--- src/sv/minv_div.sv ---
// Pipelined restoring divider, one quotient bit per register stage.
`timescale 1ns / 1ps
module minv_div #(
  parameter int NUM_W = 33,
  parameter int DEN_W = 27
) (
  input  logic             clk_i,
  input  logic             en_i,
  input  logic [NUM_W-1:0] num_i,
  input  logic [DEN_W-1:0] den_i,
  output logic [NUM_W-1:0] quo_o
);
  // nq holds the numerator bits not yet used on the left and quotient bits on the right.
  logic [DEN_W-1:0] rem_q [NUM_W];
  logic [NUM_W-1:0] nq_q  [NUM_W];
  logic [DEN_W-1:0] den_q [NUM_W];

  for (genvar k = 0; k < NUM_W; k++) begin : g_stage
    logic [DEN_W-1:0] rem_in;
    logic [NUM_W-1:0] nq_in;
    logic [DEN_W-1:0] den_in;
    logic [DEN_W:0]   trial;
    logic [DEN_W:0]   diff;
    logic             ge;

    if (k == 0) begin : g_first
      assign rem_in = '0;
      assign nq_in  = num_i;
      assign den_in = den_i;
    end else begin : g_next
      assign rem_in = rem_q[k-1];
      assign nq_in  = nq_q[k-1];
      assign den_in = den_q[k-1];
    end

    always_comb begin
      trial = {rem_in, nq_in[NUM_W-1]};
      diff  = trial - {1'b0, den_in};
      ge    = (trial >= {1'b0, den_in});
    end

    always_ff @(posedge clk_i) begin
      if (en_i) begin
        rem_q[k] <= ge ? diff[DEN_W-1:0] : trial[DEN_W-1:0];
        nq_q[k]  <= {nq_in[NUM_W-2:0], ge};
        den_q[k] <= den_in;
      end
    end
  end

  assign quo_o = nq_q[NUM_W-1];
endmodule

--- config.mk ---
export PLATFORM = sky130hd
export DESIGN_NAME = minv_div
export DESIGN_NICKNAME = d
export VERILOG_FILES = /design/src/sv/minv_div.sv
export SDC_FILE = /design/constraint.sdc
export NUM_CORES = 2
export LEC_CHECK = 0
export BUFFER_PORTS_ARGS = -buffer_cell sky130_fd_sc_hd__buf_2
export CAP_MARGIN = 30
export CORE_UTILIZATION = 40
export CTS_BUF_LIST = sky130_fd_sc_hd__clkbuf_4
export CTS_CLUSTER_DIAMETER = 100
export DETAILED_ROUTE_END_ITERATION = 10
export PLACE_DENSITY = 0.54
export SYNTH_ARGS = -nofsm -noshare
export SYNTH_HDL_FRONTEND = slang
export SYNTH_SLANG_ARGS = --single-unit
--- constraint.sdc ---
create_clock -name clk_i -period 4.6 [get_ports clk_i]
set_clock_uncertainty 0.2 [all_clocks]
set_input_delay 0.92 -clock clk_i [delete_from_list [all_inputs] [get_ports clk_i]]
set_output_delay 0.92 -clock clk_i [all_outputs]
set_load 0.005 [all_outputs]
After elaboration in Yosys (flattened, before gate mapping)
Memories as Yosys holds them, arrays and structs flattened.
Cells that the tools add are included.
{ "totals": {"ff_bits": 0, "ramBits": 2871, "in_bits": 62, "output_inout_bits": 33, "word_cells": 104, "n_memories": 3} }
{ "memory_table": {"columns": ["name", "words", "width", "read_ports", "rd_ports_with_merged_regs", "wr", "line_no", "rtl"], "rows": [
  ["nq_q", 33, 33, 33, 0, 33, "15", "logic [NUM_W-1:0] nq_q [NUM_W];"],
  ["den_q", 33, 27, 32, 0, 33, "16", "logic [DEN_W-1:0] den_q [NUM_W];"],
  ["rem_q", 33, 27, 32, 0, 33, "14", "logic [DEN_W-1:0] rem_q [NUM_W];"]
]} }
{ "classes": {"n_addsub": 33, "n_lt_le_gt_ge": 33, "muxes": 35} }
{ "op_table": {"columns": ["operator", "count"], "rows": [
  [">= comparator 28 x 27 -> 1 bit", 32],
  ["two-way mux 27 bit", 33],
  ["subtractor 27 bit", 32],
  [">= comparator 1 x 27 -> 1 bit", 1],
  ["subtractor 1 x 27 -> 27 bit", 1],
  ["two-way mux 1 bit", 2]
]} }

Longest topological paths before layout
An unclocked memory read counts as a cell.
{ "logic_depth": {"word_depth": 3, "ltp_mapped": 16} }

Least setup slack after synthesis
OpenSTA, ideal clock, no wires.
{ "synth_path": {"path_type": "register to register", "from": "memory den_q[9][0] (netlist: den_q[0][243])", "to": "memory rem_q[10][9] (netlist: rem_q[0][279]) (data pin)", "arrival_ns": 3.191, "required_ns": 4.138, "setup_slack_ns": 0.947, "stages_incl_launch_ff": 14, "n_path_buf": 1, "period_less_slack_ns": 3.653, "path_cell_list": "edfxtp_1 ha_1 fa_1 nor2b_1 o31ai_2 a211oi_1 or3_1 a21oi_2 o31ai_1 a211o_1 o21bai_2 a21oi_4 buf_2 mux2_1"} }
{ "synth_lines": {"columns": ["element", "line_no"], "rows": [
  ["start, declared", "16"],
  ["end, declared", "14"]
]} }

==> results_dict.tcl <==
set metrics [dict create \
    drc 0 \
    fmax_mhz 233 \
    path_cells "ha_1 > fa_1 > nor2b_1 > o31ai_2 > a211oi_1 > or3_1 > a21oi_2 > o31ai_1 > a211o_1 > o21bai_2 > a21oi_4 > buf_4 > mux2_2" \
    async_flop_share_pct 0 \
    tightest_slew_ns 0.996 \
    finalCriticalPeriod_ns 4.29 \
    hp-class "reg2reg" \
    cts_tree "built" \
    grtUsageTotal_pct 18.1 \
    dp.cells 15300 \
    die_h_um 588 \
    fp.coreArea_sq_um 341000 \
    io_pins 95 \
    seq_area_frac_synth_pct 61.6 \
    syn-instance-count 10800 \
    clock_tree.buffer_depth 4 \
    setup_tns_ns 0 \
    r2r-start "den_q[0][243]" \
    nets 12600 \
    cp-start-kind "register" \
    cts_root_buffer "clkbuf_4" \
    setup_ws_ns 0.308 \
    synth.cell_area_sq_um 137000 \
    path_clk_slew_ns 0.06 \
    cts_max_level 6 \
    grt-ovfl-total 0 \
    drt_iter0_drc 5184 \
    routed.top_layer "met5" \
    p_leak_nw 62.4 \
    dp_hpwl_um 232000 \
    hold_viol_final 0 \
    whs_ns 0.161 \
    cts_buffers 765 \
    synth_nets 11700 \
    setup_viol 0 \
    port_buffers 94 \
    synth_edf_count 2817 \
    num_rows 214 \
    hold_start "nq_q[0][773]" \
    dr.pass1.iters 6 \
    final_util_pct 45.6 \
    place_ws_ns 0.337 \
    wirelength_um 318000 \
    ys_seq_elements 2817 \
    area_growth_pct 13.3 \
    end_kind "register" \
    startpoint "den_q[0][243]" \
    viasPerCell 5.14 \
    synth_area_per_cell_sq_um 12.8 \
    route.met3.wl_um 13100 \
    post_cts.repair.setup_buffers 0 \
    path_class "reg2reg" \
    m1WireLength_um 136000 \
    clock-sinks 2817 \
    arrival_ns 5.35 \
    grt_pass1_wl_um 494000 \
    maxCapViolCount 0 \
    critPathSlowestCell "o31ai_1" \
    die-width_um 588 \
    ir_drop_mv 0.279 \
    yosys_most_used_dff "edfxtp_1" \
    cp_num_buf_inv 1 \
    path_max_fanout 20 \
    cp.required_ns 5.65 \
    fin_area_sq_um 156000 \
    start_util_pct 40.3 \
    cts_resized 0 \
    detail-route-antenna-nets 0 \
    vias 86400 \
    dpl_cell_area_sq_um 145000 \
    gp_congestion 0.892 \
    crit_family "compound AO/OA/AOI/OAI gates" \
    power.density_nw_per_um2 676 \
    yosys.area.top_type_share_pct 61.6 \
    antenna_found_initial 5 \
    dr_wl_met2_um 158000 \
    clk_latency_ns 1.55 \
    yosys-top-cells-area "edfxtp_1 (62%), ha_1 (7.9%), inv_1 (3.0%), a21oi_1 (2.8%), xnor2_1 (2.7%)" \
    die_area_sq_um 346000 \
    slew_headroom_pct 33.4 \
    status "finished, final reports clean" \
    crit_path_max_incr_delay_ns 0.55 \
    grt_max_degree 154 \
    rsz0062_at_grt "no" \
    drive_gt1_share_pct 13.5 \
    yosysMostFrequentCell "edfxtp_1" \
    min_period_over_period_pct 93.3 \
    grt_pass1_vias 87700 \
    fin_cells 16800 \
    n_fill_cell 31100 \
    ys_types 103 \
    yosysTopAreaCell "edfxtp_1" \
    ys_warn_count 0 \
    synth_common_cells "edfxtp_1 (2817), inv_1 (1080), ha_1 (866)" \
    wl_per_cell_um 18.9 \
    maxSlewViolCount 0 \
    p_total_mw 105 \
]
[final timing paths]
path / cells after the start / slack [ns] / endpoint
worst min register to register: 0 / 0.16 / nq_q[0][807]
worst max-delay path: 13 / 0.31 / rem_q[0][273]
worst max register to register: 13 / 0.31 / rem_q[0][273]
worst min-delay path: 0 / 0.16 / nq_q[0][807]
[power breakdown]
group	leakage [nW]	switching (mW)	internal, mW
Combinational	29.1	23.9	18.7
Sequential	27.6	3.88	36.4
Clock	5.78	10.7	11.7
[kinds of logic after synthesis]
| family | after synthesis | share of synthesized area (%) |
|---|---|---|
| flip-flops | 2817 | 61.6 |
| adder cells (fa/ha/maj) | 897 | 8.34 |
| AND/OR/NAND/NOR | 2087 | 7.23 |
| multiplexers | 364 | 2.96 |
| buffers and inverters | 1294 | 3.59 |
| AO/OA/AOI/OAI | 2588 | 11.8 |
| XOR/XNOR | 709 | 4.52 |
[per-layer routing]
layer	GRT usage, %	up-vias
met1	22.4	41700
met5	0	-
met3	2.92	636
met2	31.5	1882
li1	-	42100
met4	7.05	10
[layout by cell type, fill, tap and decap left out, types with 79 or more instances in the layout]
| master | n |
|---|---|
| buf_2 | 93 |
| inv_1 | 1080 |
| a21oi_1 | 760 |
| o21ai_0 | 457 |
| a21o_1 | 425 |
| mux2_1 | 216 |
| nand2b_1 | 132 |
| clkbuf_4 | 1082 |
| edfxtp_1 | 2817 |
| o21a_1 | 120 |
| nand2_1 | 679 |
| xnor2_1 | 429 |
| o21ai_1 | 237 |
| nand3_1 | 147 |
| mux2_2 | 119 |
| dlygate4sd3_1 | 121 |
| nor2b_1 | 130 |
| nand4_1 | 127 |
| ha_1 | 866 |
| clkinv_1 | 163 |
| nor3_1 | 122 |
| buf_4 | 109 |
| xor2_1 | 280 |
| o21bai_1 | 79 |
| nor2_1 | 493 |
[sequential cells by signal, summed over array words and instances (netlist names)]
signal	flops
den_q	864
rem_q	864
nq_q	1089
[area by class of cell]
class	count	area [sq um]	share of cell area, %
diodes	13	32.5	0.0209
clock inverters	269	1680	1.08
inverters	1087	4080	2.62
flip-flops and latches	2817	84600	54.4
multi-input cells	6645	48000	30.9
clock buffers	1082	8120	5.22
well taps	4536	5680	3.65
repair buffers	369	3400	2.18
[what timing repair did]
item                        CTS  global route
hold endpoints to repair   1561             0
hold buffers                121             0
setup endpoints to repair     0             0
Power figures use the tool's default switching activity.
